===== src/rtl/core/tcsg_pkg.sv =====
package tcsg_pkg;

  localparam int CFG_IDX_W  = 3;
  localparam int CFG_DATA_W = 24;

  localparam logic [CFG_IDX_W-1:0] CFG_CEILING_COLOR  = 3'd0;
  localparam logic [CFG_IDX_W-1:0] CFG_FLOOR_COLOR    = 3'd1;
  localparam logic [CFG_IDX_W-1:0] CFG_TEXTURE_WIDTH  = 3'd2;
  localparam logic [CFG_IDX_W-1:0] CFG_TEXTURE_HEIGHT = 3'd3;
  localparam logic [CFG_IDX_W-1:0] CFG_IMAGE_WIDTH    = 3'd4;

  localparam logic [12:0] TEXTURE_WIDTH_RST  = 13'd64;
  localparam logic [12:0] TEXTURE_HEIGHT_RST = 13'd64;
  localparam logic [12:0] IMAGE_WIDTH_RST    = 13'd1024;

  localparam logic OP_SETUP = 1'b0;
  localparam logic OP_ROW   = 1'b1;

  localparam logic [1:0] SIDE_X = 2'd0;
  localparam logic [1:0] SIDE_Y = 2'd1;

  localparam logic [7:0] ALPHA = 8'd180;

  // quotient bits of (texture_height << 16) / length
  localparam int DIV_STEPS = 29;
  localparam int DIV_CNT_W = $clog2(DIV_STEPS);

  typedef enum logic [1:0] {
    KIND_CEILING = 2'd0,
    KIND_WALL    = 2'd1,
    KIND_FLOOR   = 2'd2,
    KIND_NONE    = 2'd3
  } kind_t;

  typedef enum logic [1:0] {
    ST_IDLE,
    ST_DIV,
    ST_MUL
  } ctl_state_t;

  typedef struct packed {
    logic               op;
    logic [11:0]        column;
    logic signed [15:0] wall_start;
    logic signed [15:0] wall_end;
    logic [1:0]         side;
    logic [15:0]        hit_fraction;
    logic               dir_x_positive;
    logic               dir_y_negative;
  } in_item_t;

  typedef struct packed {
    logic [8:0]  row;
    kind_t       kind;
    logic [1:0]  texture_select;
    logic [23:0] pixel_index;
    logic [23:0] texel_index;
    logic [31:0] color;
    logic        last;
  } out_item_t;

  typedef struct packed {
    logic setup_load;
    logic div_step;
    logic mul_load;
    logic row_emit;
  } ctl_cmd_t;

  typedef struct packed {
    logic len_pos;
    logic row_last;
  } ctl_sts_t;

endpackage


===== src/rtl/core/tcsg_ctrl.sv =====
module tcsg_ctrl import tcsg_pkg::*; (
  input  logic     clk,
  input  logic     rst_n,
  input  logic     in_valid,
  input  logic     in_op,
  output logic     in_ready,
  input  logic     out_ready,
  output logic     out_valid,
  input  ctl_sts_t sts,
  output ctl_cmd_t cmd
);

  ctl_state_t           state_r, state_nxt;
  logic [DIV_CNT_W-1:0] div_cnt_r, div_cnt_nxt;
  logic                 active_r, active_nxt;
  logic                 out_valid_r, out_valid_nxt;

  always_ff @(posedge clk) begin
    if (!rst_n) begin
      state_r     <= ST_IDLE;
      div_cnt_r   <= '0;
      active_r    <= 1'b0;
      out_valid_r <= 1'b0;
    end else begin
      state_r     <= state_nxt;
      div_cnt_r   <= div_cnt_nxt;
      active_r    <= active_nxt;
      out_valid_r <= out_valid_nxt;
    end
  end

  always_comb begin
    state_nxt     = state_r;
    div_cnt_nxt   = div_cnt_r;
    active_nxt    = active_r;
    out_valid_nxt = out_valid_r && !out_ready;
    cmd           = '0;
    in_ready      = 1'b0;
    unique case (state_r)
      ST_IDLE: begin
        in_ready = !out_valid_r || out_ready;
        if (in_valid && in_ready) begin
          if (in_op == OP_SETUP) begin
            cmd.setup_load = 1'b1;
            active_nxt     = 1'b1;
            div_cnt_nxt    = '0;
            if (sts.len_pos) begin
              state_nxt = ST_DIV;
            end
          end else if (active_r) begin
            cmd.row_emit  = 1'b1;
            out_valid_nxt = 1'b1;
            if (sts.row_last) begin
              active_nxt = 1'b0;
            end
          end
        end
      end
      ST_DIV: begin
        cmd.div_step = 1'b1;
        div_cnt_nxt  = div_cnt_r + 1'b1;
        if (div_cnt_r == DIV_CNT_W'(DIV_STEPS - 1)) begin
          state_nxt = ST_MUL;
        end
      end
      ST_MUL: begin
        cmd.mul_load = 1'b1;
        state_nxt    = ST_IDLE;
      end
      default: begin
        state_nxt = ST_IDLE;
      end
    endcase
  end

  assign out_valid = out_valid_r;

  a_setup_starts_div: assert property (@(posedge clk) disable iff (!rst_n)
    (cmd.setup_load && sts.len_pos) |=> (state_r == ST_DIV))
    else $error("non-empty wall setup did not start the divider");

  a_div_exits_to_mul: assert property (@(posedge clk) disable iff (!rst_n)
    (state_r == ST_DIV) |=> (state_r == ST_DIV || state_r == ST_MUL))
    else $error("divider left without the step multiply");

  a_mul_single: assert property (@(posedge clk) disable iff (!rst_n)
    (state_r == ST_MUL) |=> (state_r == ST_IDLE))
    else $error("step multiply took more than one cycle");

  a_last_row_retires: assert property (@(posedge clk) disable iff (!rst_n)
    (cmd.row_emit && sts.row_last) |=> (!active_r && out_valid_r))
    else $error("last row did not close the column");

endmodule


===== src/rtl/core/tcsg_datapath.sv =====
module tcsg_datapath import tcsg_pkg::*; #(
  parameter int SCREEN_ROWS = 512
) (
  input  logic                  clk,
  input  logic                  rst_n,
  input  in_item_t              in_item,
  input  ctl_cmd_t              cmd,
  input  logic                  cfg_we,
  input  logic [CFG_IDX_W-1:0]  cfg_index,
  input  logic [CFG_DATA_W-1:0] cfg_data,
  output ctl_sts_t              sts,
  output out_item_t             out_item
);

  localparam int CW        = $clog2(SCREEN_ROWS);
  localparam int PIX_W     = CW + 14;
  localparam int HALF_ROWS = SCREEN_ROWS / 2;

  logic [23:0] ceiling_color_r;
  logic [23:0] floor_color_r;
  logic [12:0] texture_width_r;
  logic [12:0] texture_height_r;
  logic [12:0] image_width_r;

  always_ff @(posedge clk) begin
    if (!rst_n) begin
      ceiling_color_r  <= '0;
      floor_color_r    <= '0;
      texture_width_r  <= TEXTURE_WIDTH_RST;
      texture_height_r <= TEXTURE_HEIGHT_RST;
      image_width_r    <= IMAGE_WIDTH_RST;
    end else if (cfg_we) begin
      unique case (cfg_index)
        CFG_CEILING_COLOR:  ceiling_color_r  <= cfg_data[23:0];
        CFG_FLOOR_COLOR:    floor_color_r    <= cfg_data[23:0];
        CFG_TEXTURE_WIDTH:  texture_width_r  <= cfg_data[12:0];
        CFG_TEXTURE_HEIGHT: texture_height_r <= cfg_data[12:0];
        CFG_IMAGE_WIDTH:    image_width_r    <= cfg_data[12:0];
        default: ;
      endcase
    end
  end

  logic [28:0]        hit_prod;
  logic [12:0]        tx;
  logic [12:0]        tx_m;
  logic               mirror;
  logic signed [16:0] len;
  logic               len_pos;

  assign hit_prod = 29'(in_item.hit_fraction) * 29'(texture_width_r);
  assign tx       = hit_prod[28:16];
  assign mirror   = (in_item.side == SIDE_X && in_item.dir_x_positive) ||
                    (in_item.side == SIDE_Y && in_item.dir_y_negative);
  assign tx_m     = mirror ? (texture_width_r - tx - 13'd1) : tx;
  assign len      = 17'(in_item.wall_end) - 17'(in_item.wall_start);
  assign len_pos  = !len[16] && (|len[15:0]);

  logic [11:0]        column_r;
  logic signed [15:0] span_start_r;
  logic signed [15:0] span_end_r;
  logic [1:0]         side_r;
  logic [11:0]        texel_column_r;
  logic [15:0]        half_len_r;
  logic [15:0]        divisor_r;
  logic [15:0]        rem_r;
  logic [28:0]        quo_r;
  logic [28:0]        row_step_r;
  logic signed [47:0] texel_pos_r;
  logic [CW-1:0]      row_cnt_r;
  out_item_t          out_r;

  logic [16:0]        div_shift;
  logic [17:0]        div_diff;
  logic               div_neg;

  assign div_shift = {rem_r, quo_r[28]};
  assign div_diff  = {1'b0, div_shift} - {2'b00, divisor_r};
  assign div_neg   = div_diff[17];

  logic signed [17:0] mul_a;
  logic signed [29:0] mul_b;
  logic signed [47:0] mul_prod;

  assign mul_a    = signed'({2'b00, half_len_r}) - signed'(18'(HALF_ROWS));
  assign mul_b    = signed'({1'b0, quo_r});
  assign mul_prod = mul_a * mul_b;

  logic signed [16:0] r_s;
  logic signed [16:0] st_s;
  logic signed [16:0] en_s;
  logic [PIX_W-1:0]   pidx;
  logic [PIX_W-1:0]   plim;
  logic               in_frame;
  logic [12:0]        ty;
  logic [12:0]        ty_m;
  logic [25:0]        tex;
  logic               row_last;
  out_item_t          row_res;

  assign r_s      = signed'(17'(row_cnt_r));
  assign st_s     = 17'(span_start_r);
  assign en_s     = 17'(span_end_r);
  assign pidx     = PIX_W'(row_cnt_r) * PIX_W'(image_width_r) + PIX_W'(column_r);
  assign plim     = PIX_W'(SCREEN_ROWS) * PIX_W'(image_width_r);
  assign in_frame = pidx < plim;
  assign ty       = texel_pos_r[28:16] + 13'(texel_pos_r[47] && (|texel_pos_r[15:0]));
  assign ty_m     = ty & (texture_height_r - 13'd1);
  assign tex      = 26'(ty_m) * 26'(texture_width_r) + 26'(texel_column_r);
  assign row_last = row_cnt_r == CW'(SCREEN_ROWS - 1);

  always_comb begin
    row_res      = '0;
    row_res.row  = 9'(row_cnt_r);
    row_res.last = row_last;
    row_res.kind = KIND_NONE;
    if (st_s < en_s && r_s >= st_s && r_s < en_s) begin
      row_res.kind           = KIND_WALL;
      row_res.texture_select = side_r;
      row_res.texel_index    = tex[23:0];
    end else if (r_s > en_s) begin
      row_res.kind  = KIND_FLOOR;
      row_res.color = {floor_color_r, ALPHA};
    end else if (r_s < st_s) begin
      row_res.kind  = KIND_CEILING;
      row_res.color = {ceiling_color_r, ALPHA};
    end
    if (!in_frame) begin
      row_res.kind           = KIND_NONE;
      row_res.texture_select = '0;
      row_res.texel_index    = '0;
      row_res.color          = '0;
    end
    if (row_res.kind != KIND_NONE) begin
      row_res.pixel_index = 24'(pidx);
    end
  end

  always_ff @(posedge clk) begin
    if (cmd.setup_load) begin
      column_r       <= in_item.column;
      span_start_r   <= in_item.wall_start;
      span_end_r     <= in_item.wall_end;
      side_r         <= in_item.side;
      texel_column_r <= tx_m[11:0];
      half_len_r     <= len[16:1];
      divisor_r      <= len[15:0];
      rem_r          <= '0;
      quo_r          <= {texture_height_r, 16'd0};
      row_step_r     <= '0;
      texel_pos_r    <= '0;
      row_cnt_r      <= '0;
    end
    if (cmd.div_step) begin
      rem_r <= div_neg ? div_shift[15:0] : div_diff[15:0];
      quo_r <= {quo_r[27:0], !div_neg};
    end
    if (cmd.mul_load) begin
      row_step_r  <= quo_r;
      texel_pos_r <= mul_prod;
    end
    if (cmd.row_emit) begin
      out_r       <= row_res;
      texel_pos_r <= texel_pos_r + signed'(48'(row_step_r));
      if (!row_last) begin
        row_cnt_r <= row_cnt_r + 1'b1;
      end
    end
  end

  assign sts.len_pos  = len_pos;
  assign sts.row_last = row_last;
  assign out_item     = out_r;

endmodule


===== src/rtl/core/textured_column_span_generator.sv =====
// channel   direction  handshake              payload
// in_       request    in_valid / in_ready    in_item   (in_item_t)
// out_      result     out_valid / out_ready  out_item  (out_item_t)
// cfg_      register   cfg_valid / cfg_ready  cfg_index, cfg_data
//
// Row request: result held in an output register; next request taken as it drains.
// Setup request, non-empty wall: the setup load, then the step divider, which produces the 29
// quotient bits one at a time, then the start-position multiply; empty wall: the setup load only.
// Reset synchronous on rst_n; no clearing pass. Input stalls while the output register
// holds an untaken result or the divider or the multiply runs. cfg_ready stays high.
module textured_column_span_generator import tcsg_pkg::*; #(
  parameter int SCREEN_ROWS = 512
) (
  input  logic                  clk,
  input  logic                  rst_n,
  input  logic                  in_valid,
  output logic                  in_ready,
  input  in_item_t              in_item,
  output logic                  out_valid,
  input  logic                  out_ready,
  output out_item_t             out_item,
  input  logic                  cfg_valid,
  output logic                  cfg_ready,
  input  logic [CFG_IDX_W-1:0]  cfg_index,
  input  logic [CFG_DATA_W-1:0] cfg_data
);

  ctl_cmd_t cmd;
  ctl_sts_t sts;

  assign cfg_ready = 1'b1;

  tcsg_ctrl u_ctrl (
    .clk       (clk),
    .rst_n     (rst_n),
    .in_valid  (in_valid),
    .in_op     (in_item.op),
    .in_ready  (in_ready),
    .out_ready (out_ready),
    .out_valid (out_valid),
    .sts       (sts),
    .cmd       (cmd)
  );

  tcsg_datapath #(
    .SCREEN_ROWS (SCREEN_ROWS)
  ) u_datapath (
    .clk       (clk),
    .rst_n     (rst_n),
    .in_item   (in_item),
    .cmd       (cmd),
    .cfg_we    (cfg_valid && cfg_ready),
    .cfg_index (cfg_index),
    .cfg_data  (cfg_data),
    .sts       (sts),
    .out_item  (out_item)
  );

endmodule


===== config.mk =====
export PLATFORM = sky130hd
export DESIGN_NAME = textured_column_span_generator
export DESIGN_NICKNAME = d
export VERILOG_FILES = /design/src/rtl/core/tcsg_pkg.sv /design/src/rtl/core/tcsg_ctrl.sv /design/src/rtl/core/tcsg_datapath.sv /design/src/rtl/core/textured_column_span_generator.sv
export SDC_FILE = /design/constraint.sdc
export NUM_CORES = 2
export LEC_CHECK = 0
export BUFFER_PORTS_ARGS = -buffer_cell sky130_fd_sc_hd__buf_2
export CORE_MARGIN = 8
export CORE_UTILIZATION = 55
export CTS_CLUSTER_SIZE = 10
export DETAILED_ROUTE_END_ITERATION = 8
export HOLD_SLACK_MARGIN = 0.08
export PLACE_DENSITY = 0.82
export SYNTH_ARGS = -nofsm -noshare
export SYNTH_HDL_FRONTEND = slang
export SYNTH_HIERARCHICAL = 1
export SYNTH_SLANG_ARGS = --single-unit

===== constraint.sdc =====
create_clock -name clk -period 10.8 [get_ports clk]
set_clock_uncertainty 0.05 [all_clocks]
set_input_delay 1.62 -clock clk [delete_from_list [all_inputs] [get_ports clk]]
set_output_delay 1.62 -clock clk [all_outputs]
set_load 0.05 [all_outputs]

==> impl_metrics.csv <==
group,metric,value,unit
floorplan,die_y,324,µm
floorplan,std_cell_rows,113,
min_path,min_path_type,"flip-flop to flip-flop",
critical_path,worstRegToRegCells,27,
final_layout,syn2layout_area_growth,6.80,%
yosys,netlist.area_leader.share,29.7,%
timing,rsz0062_at_grt,"false",
global_route,grt_overflow,0,
critical_path,path_class,"flip-flop to flip-flop",
timing,maxSlewViolCount,0,
clock_tree,clock_latency,0.63,ns
yosys,synth.cell_area,0.0523,mm²
yosys,yosys_warnings,6,
timing,setup_viol,0,
routing,postRouteAntennaNets,0,
routing,routed_wl,132000,µm
routing,dr_total_vias,40100,
final_layout,fin_cells,7029,
routing,dr.pass1.iters,7,
routing,first_iter_violations,3306,
floorplan,io_pins,194,
global_route,grt_start_max_net_pins,93,
floorplan,die_area,0.105,mm²
critical_path,rrSetupSlack,2.06,ns
yosys,yosys-top-cells-area,"fa_1 30%, edfxtp_1 16%, ha_1 12%, inv_1 7.5%, nand2_1 6.6%",
yosys,synthFlopType,"edfxtp_1",
yosys,synth.most_common_cell,"inv_1",
pwr,pwr-share-clk,10.3,%
pwr,p_comb_share,78.2,%
clock_tree,hold_buffers,0,
pwr,p_per_area,277,mW/mm²
yosys,ys_ff_latch,388,
timing,tightest_slew,1.30,ns
yosys,async_flop_share,0,%
clock_tree,tritoncts,"built",
clock_tree,htreeDepth,2,
final_layout,multi_input_comb_area,0.0368,mm²
yosys,syn-instance-count,5693,
global_route,antenna_found_initial,7,
clock_tree,clk_pin_slew,0.06,ns
placed_design,hpwl,100000,µm
critical_path,crit_required,11.07,ns
pwr,vdd_drop_max,0.543,mV
routing,route.detailed.drc,0,
global_route,grt_pass1_wl,216000,µm
final_layout,fin_util,59.0,%
clock_tree,cts_buffer_depth,3,
routing,vias_per_cell,5.70,
min_path,hold_start,"u_datapath/floor_color_r[19]",
yosys,syn_area_per_cell,9.18,µm²
global_route,grt_usage,25.4,%
timing,max_slew_margin,13.3,%
critical_path,crit_arrival,9.01,ns
final_layout,nNetsFinal,7084,
clock_tree,cts-root-buf,"clkbuf_16",
min_path,hold-path-endpoint,"u_datapath/floor_color_r[19]",
placed_design,numPlacedInstances,6941,
final_layout,layout-drive-gt1-share,6.63,%
placed_design,gp_congestion,0.915,
final_layout,nFillCells,7687,
timing,finalHoldViolCount,0,
yosys,synth_edf_count,283,
routing,wl_per_cell,18.8,µm
floorplan,die_x,324,µm
yosys,synth_top_area_cell,"fa_1",
pwr,power.switching,8.15,mW
yosys,synthTopCellsByCount,"1,039 x inv_1, 924 x nand2_1, 775 x fa_1",
placed_design,numPortBuffers,187,
final_layout,regArea,0.0106,mm²
yosys,synth.distinct_cells,89,
timing,worst_slack,2.06,ns
critical_path,cp-start-kind,"flip-flop",
floorplan,start_util,55.2,%
flow_run,drv_cap,0,
clock_tree,numCtsBuffers,49,
critical_path,crit_path_end_kind,"flip-flop",
timing,tns,0,ns
global_route,grt_pass1_vias,42500,
critical_path,crit_path_max_fanout,29,
run_status,outcome,"finished clean",
timing,period_share,80.9,%
pwr,leakagePower,26.9,nW
pwr,seqPwrFrac,11.5,%
timing,period_needed,8.74,ns
critical_path,r2r_start,"u_datapath/half_len_r[8]",
timing,max_freq,114,MHz
clock_tree,ctsResizeCount,0,
placed_design,place_ws,2.00,ns
pwr,p_int,7.30,mW
yosys,ys_seq_area_share,20.3,%
clock_tree,cts_setup_buffers,0,
min_path,hold_depth,2,
floorplan,core,0.0946,mm²
critical_path,r2r-end,"u_datapath/texel_pos_r[40]",
clock_tree,clkSinkCount,388,
pwr,swShare,52.7,%
layout make-up:
class	instances	area share (%)
sequential	388	19.0
timing repair buffer	252	2.55
clock inverter	11	0.267
multi-input combinational	3994	65.9
clock buffer	72	2.46
tap	1265	2.84
antenna	5	0.0224
inverter	1042	7.01
power by group through the flow:
stage                     Clock, mW  Sequential, mW  Combinational, mW
final                          1.59            1.78               12.1
after global routing           1.68            1.78               13.4
after CTS                      1.63            1.77               11.9
after detailed placement          0            1.80               11.8
after global placement            0            1.80               11.5
after floorplan                   0            1.77               8.69
layer usage:
metal	GRT usage, %	share of wire, %	routed length, µm
met5	0	0.031	41
met4	9.97	4.3	5650
met3	4.91	9.2	12200
met2	43.0	48	63500
met1	32.1	39	51000
worst max-delay path, stage by stage, from the launching register on:
cell and delay (ns):
edfxtp_1 0.54, inv_2 0.57, ha_1 0.32, inv_1 0.09, nor3_1 0.28, xnor2_2 0.16
buf_4 0.40, nand2_1 0.13, fa_1 0.54, inv_1 0.05, fa_1 0.55, fa_1 0.45
fa_1 0.49, fa_1 0.50, inv_1 0.05, fa_1 0.48, inv_1 0.04, ha_1 0.35
a21oi_1 0.23, o21ai_0 0.20, a2111oi_0 0.57, buf_4 0.24, nor3_1 0.08, o21a_1 0.25
o21ai_0 0.41, nand2_1 0.15, mux2i_1 0.17, a22oi_1 0.08
layout by cell type, fill, tap and decap left out, types with 28 or more instances in the layout:
cell type | synthesis | final
inv_1 | 1039 | 1038
nand2_1 | 924 | 924
fa_1 | 775 | 775
ha_1 | 485 | 485
and2_1 | 370 | 370
edfxtp_1 | 283 | 283
buf_2 | 5 | 187
nor2_1 | 179 | 175
a21oi_1 | 153 | 153
o21ai_0 | 117 | 117
dfxtp_1 | 105 | 105
xnor2_1 | 108 | 104
a21boi_0 | 88 | 88
nand3_1 | 81 | 81
xor2_1 | 81 | 79
a21o_1 | 68 | 68
buf_4 | 12 | 65
nand2b_1 | 58 | 58
clkbuf_16 | 0 | 51
nor3_1 | 48 | 48
and3_1 | 45 | 45
nor2b_1 | 37 | 37
o22ai_1 | 28 | 28
sequential cells by signal, indices dropped and copies added, names as in the netlist, 13 cells and up:
register                     cells
u_datapath/span_start_r         16
u_datapath/half_len_r           16
u_datapath/row_step_r           29
u_datapath/floor_color_r        24
u_datapath/quo_r                29
u_datapath/texel_pos_r          48
u_datapath/image_width_r        13
u_datapath/out_item             86
u_datapath/ceiling_color_r      24
u_datapath/texture_height_r     13
u_datapath/texture_width_r      13
u_datapath/rem_r                16
u_datapath/span_end_r           16
worst max-delay path by stage:
stage | from | end
6_report | u_datapath/half_len_r[8] | u_datapath/texel_pos_r[40]
5_1_grt | u_datapath/half_len_r[8] | u_datapath/texel_pos_r[40]
4_1_cts | u_datapath/half_len_r[8] | u_datapath/texel_pos_r[40]
3_5_place_dp | in_item[7] | u_datapath/texel_column_r[11]
3_3_place_gp | in_item[7] | u_datapath/texel_column_r[11]
2_1_floorplan | in_item[3] | u_datapath/texel_column_r[10]
kinds of logic after synthesis:
group / share of synthesized area, %
AO/OA/AOI/OAI: 8.37
multiplexers: 0.333
other: 0.0144
XOR/XNOR: 3.17
flip-flops: 20.3
AND/OR/NAND/NOR: 17.0
buffers and inverters: 9.58
adder cells (fa/ha/maj): 41.3
per-stage QoR:
| stage | power, mW | hold slack, ns | cell area, µm² |
|---|---|---|---|
| after floorplan | 10.5 | 0.392 | 52300 |
| after global placement | 13.3 | 0.402 | 54300 |
| after detailed placement | 13.6 | 0.409 | 54300 |
| after CTS | 15.3 | 0.416 | 55800 |
| after global routing | 16.9 | 0.432 | 55800 |
| final | 15.5 | 0.414 | 55800 |
(Power assumes the default switching activity.)
